`src/rtl/assert_macros.svh`:
```
// ----------------------------------------------------------------------------
// Assertion macros
// Shared concurrent assertion helpers for the RTL; they compile to nothing
// when SYNTHESIS is defined.
// ----------------------------------------------------------------------------
`ifndef ASSERT_MACROS_SVH
`define ASSERT_MACROS_SVH

`ifndef SYNTHESIS
// Property checked at every rising edge of clk_i outside reset.
`define QPD_ASSERT(lbl, prop, msg) \
  lbl: assert property (@(posedge clk_i) disable iff (!rst_ni) (prop)) else $error(msg);
// Condition that must never be true outside reset.
`define QPD_ASSERT_NEVER(lbl, cond, msg) \
  lbl: assert property (@(posedge clk_i) disable iff (!rst_ni) !(cond)) else $error(msg);
`else
`define QPD_ASSERT(lbl, prop, msg)
`define QPD_ASSERT_NEVER(lbl, cond, msg)
`endif

`endif

```
`src/rtl/qpd_pkg.sv`:
```
// ----------------------------------------------------------------------------
// Quoted-printable decoder package
// Character constants, the decoder state type and the hex digit function.
// ----------------------------------------------------------------------------
package qpd_pkg;

  localparam logic [7:0] CharEq      = 8'h3D;
  localparam logic [7:0] CharSpace   = 8'h20;
  localparam logic [7:0] CharTab     = 8'h09;
  localparam logic [7:0] CharCr      = 8'h0D;
  localparam logic [7:0] CharLf      = 8'h0A;
  localparam logic [7:0] CharZero    = 8'h30;
  localparam logic [7:0] CharNine    = 8'h39;
  localparam logic [7:0] LetterBias  = 8'd55;

  typedef struct packed {
    logic [7:0] prev_char;
    logic [7:0] prev_prev_char;
    logic       skipping_line;
  } qpd_state_t;

  localparam qpd_state_t StateReset = '{
    prev_char:      CharSpace,
    prev_prev_char: CharSpace,
    skipping_line:  1'b0
  };

  // A digit is c - '0' for '0'..'9' and c - 55 for any other byte, modulo 256.
  // The full byte is kept because the low digit is added without masking.
  function automatic logic [7:0] digit_value(input logic [7:0] c);
    if (c >= CharZero && c <= CharNine) begin
      return c - CharZero;
    end
    return c - LetterBias;
  endfunction

endpackage

```
`src/rtl/qpd_step.sv`:
```
// ----------------------------------------------------------------------------
// Quoted-printable decoder step
// Combinational next-state and result logic for one encoded byte.
// ----------------------------------------------------------------------------
module qpd_step (
  input  qpd_pkg::qpd_state_t state_i,
  input  logic [7:0]          data_byte_i,
  input  logic                start_of_message_i,
  output qpd_pkg::qpd_state_t state_o,
  output logic                emit_o,
  output logic [7:0]          out_byte_o
);
  import qpd_pkg::*;

  qpd_state_t cur;
  logic       is_break;
  logic [7:0] hi_val;
  logic [7:0] lo_val;

  assign cur      = start_of_message_i ? StateReset : state_i;
  assign is_break = (data_byte_i == CharSpace) || (data_byte_i == CharTab) ||
                    (data_byte_i == CharCr);
  assign hi_val   = digit_value(cur.prev_char);
  assign lo_val   = digit_value(data_byte_i);

  always_comb begin
    state_o    = cur;
    emit_o     = 1'b0;
    out_byte_o = data_byte_i;
    priority if (cur.skipping_line) begin
      if (data_byte_i == CharLf) begin
        state_o = '{prev_char: CharLf, prev_prev_char: CharSpace, skipping_line: 1'b0};
      end
    end else if (data_byte_i == CharEq) begin
      state_o.prev_prev_char = cur.prev_char;
      state_o.prev_char      = data_byte_i;
    end else if (cur.prev_char == CharEq) begin
      if (is_break) begin
        state_o = '{prev_char: CharSpace, prev_prev_char: CharSpace, skipping_line: 1'b1};
      end else begin
        state_o.prev_prev_char = cur.prev_char;
        state_o.prev_char      = data_byte_i;
      end
    end else if (cur.prev_prev_char == CharEq) begin
      // Only the low nibble of the high digit survives the shift; the low
      // digit is added in full and the sum wraps at eight bits.
      emit_o                 = 1'b1;
      out_byte_o             = {hi_val[3:0], 4'h0} + lo_val;
      state_o.prev_prev_char = CharSpace;
      state_o.prev_char      = data_byte_i;
    end else begin
      emit_o                 = 1'b1;
      state_o.prev_prev_char = cur.prev_char;
      state_o.prev_char      = data_byte_i;
    end
  end

endmodule

```
`src/rtl/quoted_printable_decoder_top.sv`:
```
// ----------------------------------------------------------------------------
// Quoted-printable decoder
// Streams encoded bytes in and decoded bytes out, one byte per cycle while the output side takes its results.
// ----------------------------------------------------------------------------
// The decoder takes one byte of quoted-printable text per transfer and gives
// zero or one decoded byte for it. It sustains one input transfer per clock
// cycle while the output side takes its results; a byte that decodes to a
// result is held in the input register, is then written to the output
// register and is offered on the output from there. The rate is set by the
// single decode step between those two registers, which also updates the
// two-byte history and the soft-break flag in the same cycle. An '=' opens an
// escape, the next two bytes form one decoded byte, and an '=' followed by
// space, tab or CR drops everything up to and including the next LF. Raising
// start_of_message_i with a byte clears the history and the soft-break flag
// before that byte is decoded. The input side keeps accepting while a
// finished byte waits on the output, as long as the item already in the
// input register can move on.
module quoted_printable_decoder_top (
  input  logic       clk_i,
  input  logic       rst_ni,
  input  logic       in_valid_i,
  output logic       in_ready_o,
  input  logic [7:0] data_byte_i,
  input  logic       start_of_message_i,
  output logic       out_valid_o,
  input  logic       out_ready_i,
  output logic [7:0] out_byte_o
);
  import qpd_pkg::*;

  `include "assert_macros.svh"

  // Input register stage.
  logic       s1_valid_q;
  logic [7:0] s1_byte_q;
  logic       s1_sop_q;

  // Decoder state and output register.
  qpd_state_t state_q, state_d;
  logic       out_valid_q;
  logic [7:0] out_byte_q;

  logic       step_emit;
  logic [7:0] step_byte;
  logic       out_free;
  logic       s1_adv;
  logic       in_xfer;

  qpd_step u_step (
    .state_i           (state_q),
    .data_byte_i       (s1_byte_q),
    .start_of_message_i(s1_sop_q),
    .state_o           (state_d),
    .emit_o            (step_emit),
    .out_byte_o        (step_byte)
  );

  // The output register is free when empty or being drained this cycle.
  assign out_free = !out_valid_q || out_ready_i;
  // A byte that gives no result moves on regardless of the output side.
  assign s1_adv   = s1_valid_q && (!step_emit || out_free);
  assign in_ready_o = !s1_valid_q || s1_adv;
  assign in_xfer    = in_valid_i && in_ready_o;

  always_ff @(posedge clk_i or negedge rst_ni) begin
    if (!rst_ni) begin
      s1_valid_q <= 1'b0;
    end else if (in_ready_o) begin
      s1_valid_q <= in_valid_i;
    end
  end

  always_ff @(posedge clk_i) begin
    if (in_xfer) begin
      s1_byte_q <= data_byte_i;
      s1_sop_q  <= start_of_message_i;
    end
  end

  always_ff @(posedge clk_i or negedge rst_ni) begin
    if (!rst_ni) begin
      state_q     <= StateReset;
      out_valid_q <= 1'b0;
    end else begin
      if (s1_adv) begin
        state_q <= state_d;
      end
      if (s1_adv && step_emit) begin
        out_valid_q <= 1'b1;
      end else if (out_ready_i) begin
        out_valid_q <= 1'b0;
      end
    end
  end

  always_ff @(posedge clk_i) begin
    if (s1_adv && step_emit) begin
      out_byte_q <= step_byte;
    end
  end

  assign out_valid_o = out_valid_q;
  assign out_byte_o  = out_byte_q;

  // A soft break can only begin right after an '=' in the history.
  `QPD_ASSERT(a_skip_after_eq,
              $rose(state_q.skipping_line) |-> $past(state_q.prev_char == CharEq),
              "soft break without a preceding equals sign")
  // While dropping a line the history holds space.
  `QPD_ASSERT(a_skip_history,
              state_q.skipping_line |-> (state_q.prev_char == CharSpace),
              "history changed while skipping a line")
  // A result is never written over one that is still waiting.
  `QPD_ASSERT_NEVER(a_no_overwrite,
                    s1_adv && step_emit && out_valid_q && !out_ready_i,
                    "decoded byte overwrote a pending result")
  // An empty input register always takes a new transfer.
  `QPD_ASSERT(a_ready_when_empty, !s1_valid_q |-> in_ready_o, "input stalled while empty")

endmodule
```
`config.mk`:
```
export PLATFORM = sky130hd
export DESIGN_NAME = quoted_printable_decoder_top
export DESIGN_NICKNAME = d
export VERILOG_FILES = /design/src/rtl/qpd_pkg.sv /design/src/rtl/qpd_step.sv /design/src/rtl/quoted_printable_decoder_top.sv
export VERILOG_INCLUDE_DIRS = /design/src /design/src/rtl
export SDC_FILE = /design/constraint.sdc
export NUM_CORES = 1
export LEC_CHECK = 0
export BUFFER_PORTS_ARGS = -buffer_cell sky130_fd_sc_hd__buf_4
export CORE_UTILIZATION = 45
export CTS_CLUSTER_SIZE = 8
export DETAILED_ROUTE_END_ITERATION = 10
export SYNTH_ARGS = -nofsm -noshare
export SYNTH_HDL_FRONTEND = slang
export SYNTH_SLANG_ARGS = --single-unit
```
`constraint.sdc`:
```
create_clock -name clk_i -period 3.5 [get_ports clk_i]
set_input_delay 0.7 -clock clk_i [delete_from_list [all_inputs] [get_ports clk_i]]
set_output_delay 0.7 -clock clk_i [all_outputs]
set_load 0.01 [all_outputs]
```
==> results by group, run 1 <==
Setup path
  • Top fanout value on the critical path: 6
  • Worst-path cell chain: ha_1, nor3b_2, and2_2, mux2_2, ha_1, a21o_1, a21oi_1, xnor3_1, xnor2_1, o21ai_1
  • Arrival time at the worst endpoint: 3.30 ns
  • CP max stage delay: 0.49 ns
  • CP top delay family: simple AND/OR/NAND/NOR gates
  • CP Launch Point: s1_byte_q[5]$_DFFE_PP_
  • Req. time, crit path: 3.54 ns
  • Worst r2r src: s1_byte_q[5]$_DFFE_PP_
  • Crit. End Element: register
  • Crit path launch type: register
  • CP dominant cell by count: ha_1
  • Slowest CP cell: edfxtp_1
  • WP buf/inv: 0
  • Crit Path Category: register to register

Floorplan
  • Die X: 71.2 um
  • Cell row count: 24
  • Die height: 71.2 um
  • IO Pins: 23
  • Core area: 4470 um^2
  • Die area: 5070 um^2
  • Initial Utilization: 48.2%

STA
  • Slew headroom: 72.3%
  • RSZ-0062 raised after global routing: no
  • Max Fclk: 0.307 GHz
  • Final min period: 3.26 ns
  • Period Utilization, post-route: 93.1%
  • Worst-margin pin slew: 0.416 ns
  • Final hold violation count: 0
  • Fin. max-slew vios: 0
  • Max Clock Skew: 0.00562 ns
  • Setup Viol. Count Final: 0
  • Worst setup margin: 0.242 ns
  • TNS Setup: 0 ns

Clock network
  • Root Buffer: clkbuf_8
  • Clock-pin slew on the worst setup and hold paths: 0.07 ns
  • Clock insertion delay at the later pin of the skew report: 0.29 ns
  • Maximum root-to-sink buffer count: 2
  • CTS tree: done
  • TritonCTS Sinks: 36
  • H-tree depth: 2
  • Postcts setup bufs: 0
  • Num CTS Buffers: 5

Logic synthesis
  • Synth area leader: edfxtp_1
  • Sequential area share after synthesis: 45.9%
  • Ranking of synthesized cells by area: edfxtp_1 24%, dfrtp_1 20%, ha_1 7.5%
  • Synthesized flop and latch total: 36
  • Synthesized area: 2150 um^2
  • Top cell type's share of synthesized area: 23.7%
  • Cell variety after synth: 58
  • Gate Count Post-Synth: 193
  • Avg Inst Size Synth: 11.2 um^2
  • Post-synth EDFFs: 17
  • Top FF cell, synth: edfxtp_1
  • Post-synth ARST share: 52.8%
  • Synth warn: 0
  • Net Count, Synth: 220

Pwr
  • Logic gate share of total power: 33.0%
  • Net Sw Frac: 32.5%
  • Sequential power share: 44.0%
  • VDD IR-drop max: 0.344 mV
  • P per Cell Area: 558 nW/um^2
  • Clock power frac: 23.0%
  • Internal power: 0.000952 W
  • Net switching power: 0.000458 W
  • Leakage power: 1.12 nW
  • Total power: 0.00141 W

Placed design
  • Final Wtd Congestion: 0.887
  • Post-DP HPWL: 3590 um
  • Post-Place Cells: 271
  • Place WS: 0.0601 ns
  • Port Buf Inserts: 22

Detailed routing
  • Final wirelength: 4770 um
  • DR pass1 iterations: 8
  • Vias per Instance: 5.80
  • DR vias: 1,618
  • Avg WL per Cell: 17.1 um
  • Starting DRC count in detailed routing: 85
  • DRC violations left: 2
  • Post-DRT Antenna Nets: 0

Cells and area
  • Fillers: 392
  • Nets: 253
  • Synth-to-Final Area Change: 17.3%
  • Most common cell after layout, fill and taps aside: buf_4
  • Commonest non-fill, non-tap cells in the layout: 31 x buf_4, 20 x nand2_1, 17 x edfxtp_1, 17 x dfrtp_1, 13 x ha_1
  • # diodes: 0
  • Fin cells: 279
  • Layout cells sized above 1: 24.7%

Global route
  • Largest net degree at the start of global routing: 20
  • Remaining Overflow, GRT: 0
  • Number of global-route vias before repair: 1,642
  • First-pass GRT wire length: 8100 um
  • Initial antenna violation count: 0
  • Gr usage total: 21.0%

Outcome
  • Outcome: complete, but fails checks
  • Failing checks: design-rule violations

Hold path
  • Hold crit path type: input port to async pin

Run
  • Max-Cap Viols: 0
[power groups by stage]
stage	Clock [W]	Combinational (W)	Sequential, W
2_1_floorplan	0	0.000315	0.000621
3_5_place_dp	0	0.000464	0.000627
3_3_place_gp	0	0.000453	0.000622
5_1_grt	0.000346	0.000519	0.000634
4_1_cts	0.000334	0.000467	0.000619
6_report	0.000324	0.000465	0.000621
[synth_stat cells (2+ instances only)]
library cell,n
and4bb_1,2
a22o_1,5
and2_1,2
a31o_2,2
inv_2,2
ha_1,13
nor2b_1,5
xnor2_1,7
and3_1,4
o41ai_1,8
a21o_1,4
nand3b_1,2
dfrtp_1,17
nand2_1,20
o31a_1,2
nor2_1,6
a21oi_1,6
nand3_1,2
nand2b_1,4
clkbuf_1,2
inv_1,12
a31oi_1,2
o21ai_1,9
mux2_1,2
edfxtp_1,17
o21ai_0,3
dfstp_2,2
[registers in the layout (all words and copies together) (netlist names)]
name         cells
state_q         17
s1_sop_q         1
out_valid_o      1
s1_byte_q        8
out_byte_o       8
s1_valid_q       1
[worst reg2reg max path, delay by kind of cell (launching register included)]
kind	cells	cell delay, ns
mux	1	0.38
xor+xnor	2	0.50
flops	1	0.49
compound gates	3	0.43
simple gates	2	0.62
fa+ha+maj	2	0.58
[metal layers]
metal	vias up	wire length (um)	share of wire [%]	track usage [%]
met4	0	82	1.7	7.11
met1	778	2220	47	28.0
met3	9	217	4.6	4.56
li1	782	-	-	-
met5	-	0	0	0
met2	49	2240	47	33.8
[final cells by class]
type / instances / area (um^2) / share of cell area [%]
Multi-Input combinational cell: 138 / 1090 / 43.1
Sequential cell: 36 / 988 / 39.1
Timing Repair Buffer: 31 / 233 / 9.21
Clock buffer: 8 / 100 / 3.96
Tap cell: 52 / 65.1 / 2.57
Inverter: 14 / 52.6 / 2.08
[metrics by stage]
step	instance area [um^2]	hold WS [ns]	utilization [%]
after global placement	2420	0.449	54.1
after floorplan	2150	0.404	-
after CTS	2520	0.273	56.3
after global routing	2530	0.282	56.5
after detailed placement	2420	0.466	54.1
final	2530	0.271	56.5
[path summary, 6_finish.rpt]
check | cells after the start | end | slack (ns)
worst min-delay path | 1 | state_q[10]$_DFFE_PN0P_ | 0.27
max in group asynchronous | 1 | state_q[6]$_DFFE_PN1P_ | 2.96
worst min register to register | 2 | state_q[8]$_DFFE_PN0P_ | 0.48
worst max-delay path | 10 | out_byte_o[7]$_DFFE_PP_ | 0.24
worst max register to register | 10 | out_byte_o[7]$_DFFE_PP_ | 0.24
min in group clk_i | 2 | state_q[8]$_DFFE_PN0P_ | 0.48
[cells by family after synthesis]
| kind of cell | count (synthesis) | synth area share (%) |
|---|---|---|
| mux | 4 | 2.26 |
| flops | 36 | 45.9 |
| xor+xnor | 9 | 4.30 |
| simple gates | 59 | 17.2 |
| buf+inv | 19 | 3.89 |
| fa+ha+maj | 14 | 8.48 |
| compound gates | 52 | 18.0 |
[repair_timing]
action                                 in CTS  in global routing
setup endpoints to repair                   0                  1
gates resized for setup                     0                  2
endpoints found under the hold margin       0                  0
hold buffers                                0                  0
Power figures use the tool's default switching activity.
==> run 2: changes to the inputs <==
Settings changed: CORE_UTILIZATION 45 to 58, PLACE_DENSITY set to 0.79.
==> run 2 against run 1 <==
Against the previous run: the flow now finishes without violations; worst hold slack gained 0.0014 ns; register-to-register slack worse by 0.04 ns; utilization increased by 16 points; combinational power is 6.7% lower; fmax is 1.2% lower; non-clock buffer count down 4; critical endpoint unchanged.
==> results by group, run 2 (synthesis results as in run 1) <==
Outcome
  • Outcome: finished clean

Floorplan
  • IO Pins: 23 (unchanged)
  • Die area: 3960 um^2 (-22%)
  • Die height: 63.0 um (-12%)
  • Core area: 3440 um^2 (-23%)
  • Cell row count: 21 (-13%)
  • Initial Utilization: 62.6% (+14 points)
  • Die X: 63.0 um (-12%)

Pwr
  • Sequential power share: 46.1% (+2.1 points)
  • Leakage power: 1.10 nW (-1.6%)
  • P per Cell Area: 560 nW/um^2 (+0.30%)
  • Clock power frac: 22.8% (-0.2 points)
  • Net Sw Frac: 32.6% (+0.086 points)
  • Logic gate share of total power: 31.1% (-1.9 points)
  • VDD IR-drop max: 0.415 mV (+20%)
  • Internal power: 0.000941 W (-1.2%)
  • Net switching power: 0.000454 W (-0.78%)

Setup path
  • CP max stage delay: 0.49 ns (about the same)
  • Arrival time at the worst endpoint: 3.34 ns (+0.04 ns)
  • Crit Path Category: register to register
  • Crit. End Element: register
  • CP top delay family: simple AND/OR/NAND/NOR gates
  • WP buf/inv: 0 (unchanged)
  • Req. time, crit path: 3.54 ns (about the same)
  • Slowest CP cell: edfxtp_1
  • Crit path launch type: register
  • CP dominant cell by count: ha_1
  • Worst-path cell chain: ha_1, nor3b_2, and2_4, mux2_2, ha_1, a21o_1, a21oi_1, xnor3_1, xnor2_1, o21ai_1
  • Top fanout value on the critical path: 6 (unchanged)

STA
  • Final hold violation count: 0 (unchanged)
  • Setup Viol. Count Final: 0 (unchanged)
  • Max Fclk: 0.303 GHz (-1.2%)
  • Fin. max-slew vios: 0 (unchanged)
  • Max Clock Skew: 0.00541 ns (-0.000208 ns)
  • Final min period: 3.30 ns (+0.0395 ns)
  • TNS Setup: 0 ns (unchanged)
  • RSZ-0062 raised after global routing: no
  • Period Utilization, post-route: 94.2% (+1.1 points)
  • Slew headroom: 53.0% (-19 points)
  • Worst-margin pin slew: 0.703 ns (+0.287 ns)
  • Worst setup margin: 0.203 ns (-0.0395 ns)

Detailed routing
  • DR pass1 iterations: 4 (-4)
  • Avg WL per Cell: 17.2 um (+0.80%)
  • DRC violations left: 0 (-2)
  • Post-DRT Antenna Nets: 0 (unchanged)
  • Final wirelength: 4630 um (-2.8%)
  • Vias per Instance: 6.10 (+5.2%)
  • DR vias: 1,641 (+1.4%)
  • Starting DRC count in detailed routing: 89 (+4.7%)

Clock network
  • Postcts setup bufs: 0 (unchanged)
  • Root Buffer: clkbuf_8
  • TritonCTS Sinks: 36 (unchanged)
  • Clock insertion delay at the later pin of the skew report: 0.29 ns (about the same)
  • Num CTS Buffers: 5 (unchanged)
  • CTS Hold Bufs: 0 (unchanged)
  • H-tree depth: 2 (unchanged)
  • Maximum root-to-sink buffer count: 2 (unchanged)
  • CTS tree: done
  • Clock-pin slew on the worst setup and hold paths: 0.07 ns (about the same)

Global route
  • Remaining Overflow, GRT: 0 (unchanged)
  • First-pass GRT wire length: 7940 um (-2.0%)
  • Initial antenna violation count: 0 (unchanged)
  • Largest net degree at the start of global routing: 20 (unchanged)
  • Number of global-route vias before repair: 1,719 (+4.7%)
  • Gr usage total: 26.6% (+5.7 points)

Run
  • Max-Cap Viols: 0 (unchanged)

Cells and area
  • Final instance area: 2490 um^2 (-1.3%)
  • Layout cells sized above 1: 23.8% (-0.90 points)
  • Synth-to-Final Area Change: 15.7%
  • Biggest register: state_q
  • Sequential cell area: 988 um^2 (unchanged)
  • Multi-input logic area: 1090 um^2 (+0.35%)
  • Max reg flops: 17 (unchanged)
  • # diodes: 0 (unchanged)
  • Most common cell after layout, fill and taps aside: buf_4
  • Commonest non-fill, non-tap cells in the layout: 27 x buf_4, 20 x nand2_1, 17 x edfxtp_1, 17 x dfrtp_1, 13 x ha_1
  • Fin cells: 269 (-3.6%)
  • Fillers: 246 (-37%)
  • Nets: 249 (-1.6%)

Placed design
  • Post-DP Area: 2380 um^2 (-1.6%)
  • Post-Place Cells: 261 (-3.7%)
  • Final Wtd Congestion: 0.887 (unchanged)
  • Place WS: -0.0281 ns (-0.0883 ns)
  • Port Buf Inserts: 22 (unchanged)
  • Post-DP HPWL: 3510 um (-2.3%)

Hold path
  • Hold crit path type: input port to async pin
==> run 2: cell types whose count changed in the layout (fill, tap and decap cells not counted) <==
cell | previous run | this run
and2_2 | 1 | 0
buf_4 | 31 | 27
and2_4 | 0 | 1
nor2b_1 | 5 | 4
nor2b_2 | 0 | 1
==> run 2: stage by stage <==
step	utilization (%)	hold slack (ns)	total power, W
after floorplan	-	0.404	0.000936
after global placement	69.2	0.447	0.00105
after detailed placement	69.2	0.452	0.00108
after CTS	72.3	0.269	0.00140
after global routing	72.4	0.281	0.00148
final	72.4	0.272	0.00140
==> run 2: power groups by stage <==
stage / registers (W) / clock network, W / logic [W]
floorplan: 0.000621 / 0 / 0.000315
global placement: 0.000642 / 0 / 0.000408
detailed placement: 0.000647 / 0 / 0.000429
CTS: 0.000639 / 0.000326 / 0.000433
global route: 0.000656 / 0.000340 / 0.000483
finish: 0.000643 / 0.000319 / 0.000434
==> run 2: area by class of cell <==
class / instances / area share [%]
sequential: 36 / 39.6
tap: 46 / 2.31
inverter: 14 / 2.11
multi-input combinational: 138 / 43.8
clock buffer: 8 / 4.01
timing repair buffer: 27 / 8.13
==> run 2: what timing repair did <==
action | CTS | global route
gates cloned | 0 | 0
endpoints found under the setup margin | 1 | 1
gates resized for setup | 1 | 3
==> run 2: metal layers <==
metal  wire [um]  vias up  track usage, %
li1            -      767               -
met1        1960      787            33.0
met2        2300       71            43.4
met3         235       16            6.57
met4         141        0            12.5
met5           0        -               0
==> run 2: worst paths after layout <==
path                                        start                       to  slack [ns]  cells after the start
hold / removal                             rst_ni   state_q[5]$_DFFE_PN0P_        0.27                      1
hold reg to reg            state_q[2]$_DFFE_PN0P_   state_q[2]$_DFFE_PN0P_        0.47                      2
setup / recovery           s1_byte_q[5]$_DFFE_PP_  out_byte_o[7]$_DFFE_PP_        0.20                     10
max in group asynchronous                  rst_ni  state_q[14]$_DFFE_PN1P_        2.96                      1
setup reg to reg           s1_byte_q[5]$_DFFE_PP_  out_byte_o[7]$_DFFE_PP_        0.20                     10
min in group clk_i         state_q[2]$_DFFE_PN0P_   state_q[2]$_DFFE_PN0P_        0.47                      2
==> run 3: changes to the inputs <==
Settings changed: PLACE_DENSITY 0.79 to not set, PLACE_DENSITY_LB_ADDON set to 0.1.
==> run 3 against run 2 <==
Against the previous run: design area hardly changed; fmax is 2.0% higher; sequential power is 0.6% lower; register-to-register slack better by 0.07 ns; final cell count is 1.1% higher; sequential share of layout area hardly changed; critical endpoint unchanged; largest cell class unchanged; largest power group unchanged.
==> results by group, run 3 (synthesis results as in run 1) <==
Pwr
  • VDD IR-drop max: 0.407 mV (-2.0%)
  • Leakage power: 1.10 nW (+0.18%)
  • P per Cell Area: 543 nW/um^2 (-3.0%)

STA
  • RSZ-0062 raised after global routing: no
  • Setup Viol. Count Final: 0 (unchanged)
  • Max Fclk: 0.309 GHz (+2.0%)
  • Worst-margin pin slew: 0.542 ns (-0.161 ns)
  • TNS Setup: 0 ns (unchanged)
  • Period Utilization, post-route: 92.3% (-1.9 points)
  • Max Clock Skew: 0.0110 ns (+0.00554 ns)
  • Final min period: 3.23 ns (-0.0654 ns)
  • Final hold violation count: 0 (unchanged)
  • Fin. max-slew vios: 0 (unchanged)
  • Slew headroom: 63.8% (+11 points)

Cells and area
  • Final Core Density: 72.5% (about the same)
  • Layout cells sized above 1: 23.9% (+0.13 points)
  • Synth-to-Final Area Change: 15.8% (about the same)
  • # diodes: 0 (unchanged)
  • Most common cell after layout, fill and taps aside: buf_4
  • Max reg flops: 17 (unchanged)
  • Commonest non-fill, non-tap cells in the layout: 30 x buf_4, 20 x nand2_1, 17 x edfxtp_1, 17 x dfrtp_1, 13 x ha_1
  • Biggest register: state_q
  • Nets: 252 (+1.2%)

Global route
  • First-pass GRT wire length: 7690 um (-3.1%)
  • Initial antenna violation count: 0 (unchanged)
  • Gr usage total: 25.7% (-0.96 points)
  • Largest net degree at the start of global routing: 20 (unchanged)
  • Number of global-route vias before repair: 1,598 (-7.0%)
  • Remaining Overflow, GRT: 0 (unchanged)

Clock network
  • TritonCTS Sinks: 36 (unchanged)
  • H-tree depth: 2 (unchanged)
  • Maximum root-to-sink buffer count: 2 (unchanged)
  • Clock insertion delay at the later pin of the skew report: 0.29 ns (about the same)
  • CTS tree: done
  • Clock-pin slew on the worst setup and hold paths: 0.08 ns (about the same)
  • CTS Hold Bufs: 0 (unchanged)
  • Num CTS Buffers: 5 (unchanged)
  • Root Buffer: clkbuf_8

Setup path
  • R2r worst-path depth: 10 (unchanged)
  • CP Launch Point: s1_byte_q[5]$_DFFE_PP_
  • Arrival time at the worst endpoint: 3.28 ns (-0.06 ns)
  • Crit Path Category: register to register
  • Crit. End Element: register
  • R2R setup slack: 0.27 ns (+0.07 ns)
  • Critical R2R Capture: out_byte_o[7]$_DFFE_PP_
  • Crit path launch type: register
  • Worst r2r src: s1_byte_q[5]$_DFFE_PP_
  • Req. time, crit path: 3.54 ns (about the same)
  • Top fanout value on the critical path: 6 (unchanged)

Floorplan
  • Die X: 63.0 um (unchanged)
  • Cell row count: 21 (unchanged)
  • Die height: 63.0 um (unchanged)
  • Die area: 3960 um^2 (unchanged)
  • Initial Utilization: 62.6% (unchanged)
  • Core area: 3440 um^2 (unchanged)
  • IO Pins: 23 (unchanged)

Detailed routing
  • Avg WL per Cell: 16.0 um (-7.0%)
  • Post-DRT Antenna Nets: 0 (unchanged)
  • Final wirelength: 4360 um (-5.9%)
  • DR vias: 1,631 (-0.61%)
  • DR pass1 iterations: 5 (+1)
  • Vias per Instance: 6.00 (-1.7%)
  • DRC violations left: 0 (unchanged)
  • Starting DRC count in detailed routing: 119 (+34%)

Run
  • Max-Cap Viols: 0 (unchanged)

Placed design
  • Port Buf Inserts: 22 (unchanged)
  • Post-DP HPWL: 3300 um (-5.8%)
  • Final Wtd Congestion: 0.906 (+2.1%)

Hold path
  • Hold crit path type: input port to async pin

Outcome
  • Outcome: finished clean
run 3: changes by cell type in the layout (fill, tap and decap cells not counted), sizes merged:
cell,before,now
clkinv,0,1
clkbuf,8,7
buf,27,30
run 3: report_power, final:
group	switching, W	internal [W]
registers	0.0000876	0.000551
clock network	0.000139	0.000138
logic	0.000223	0.000216
run 3: stage by stage:
step / std cells / area (um^2) / hold slack [ns] / total power, W / setup WS (ns)
floorplan: 193 / 2150 / 0.404 / 0.000936 / 0.384
global placement: 264 / 2410 / 0.449 / 0.00106 / 0.289
detailed placement: 264 / 2410 / 0.462 / 0.00108 / 0.0650
CTS: 272 / 2490 / 0.267 / 0.00136 / 0.0484
global route: 272 / 2490 / 0.273 / 0.00145 / 0.0226
finish: 272 / 2490 / 0.267 / 0.00135 / 0.268
run 3: layout make-up:
type / instances / area (um^2)
sequential: 36 / 988
multi-input combinational: 138 / 1090
tap: 46 / 57.6
clock inverter: 1 / 3.75
fill: 248 / 947
timing repair buffer: 30 / 225
clock buffer: 7 / 76.3
inverter: 14 / 52.6
run 3: timing repair:
| action | in CTS | in global routing |
|---|---|---|
| setup endpoints to repair | 0 | 1 |
| setup buffers | 0 | 0 |
| resized for setup | 0 | 3 |
run 3: critical path, cell delays in order (launching register included):
cell,delay [ns]
edfxtp_1,0.46
ha_1,0.30
nor3b_2,0.31
and2_2,0.31
mux2_2,0.38
ha_1,0.27
a21o_1,0.17
a21oi_1,0.18
xnor3_1,0.35
xnor2_1,0.17
o21ai_1,0.07
run 3: how the worst max path moves through the flow:
stage,to,slack (ns)
5_1_grt,out_byte_o[7]$_DFFE_PP_,0.02
6_report,out_byte_o[7]$_DFFE_PP_,0.27
3_5_place_dp,out_byte_o[7]$_DFFE_PP_,0.07
4_1_cts,out_byte_o[7]$_DFFE_PP_,0.05
2_1_floorplan,out_byte_o[7]$_DFFE_PP_,0.38
3_3_place_gp,out_byte_o[7]$_DFFE_PP_,0.29
run 3: layer usage:
layer | up-vias | wire, um | GRT usage, %
met4 | 0 | 41 | 6.98
met3 | 5 | 329 | 6.20
met2 | 70 | 2090 | 39.9
met1 | 781 | 1900 | 35.7
li1 | 775 | - | -
met5 | - | 0 | 0
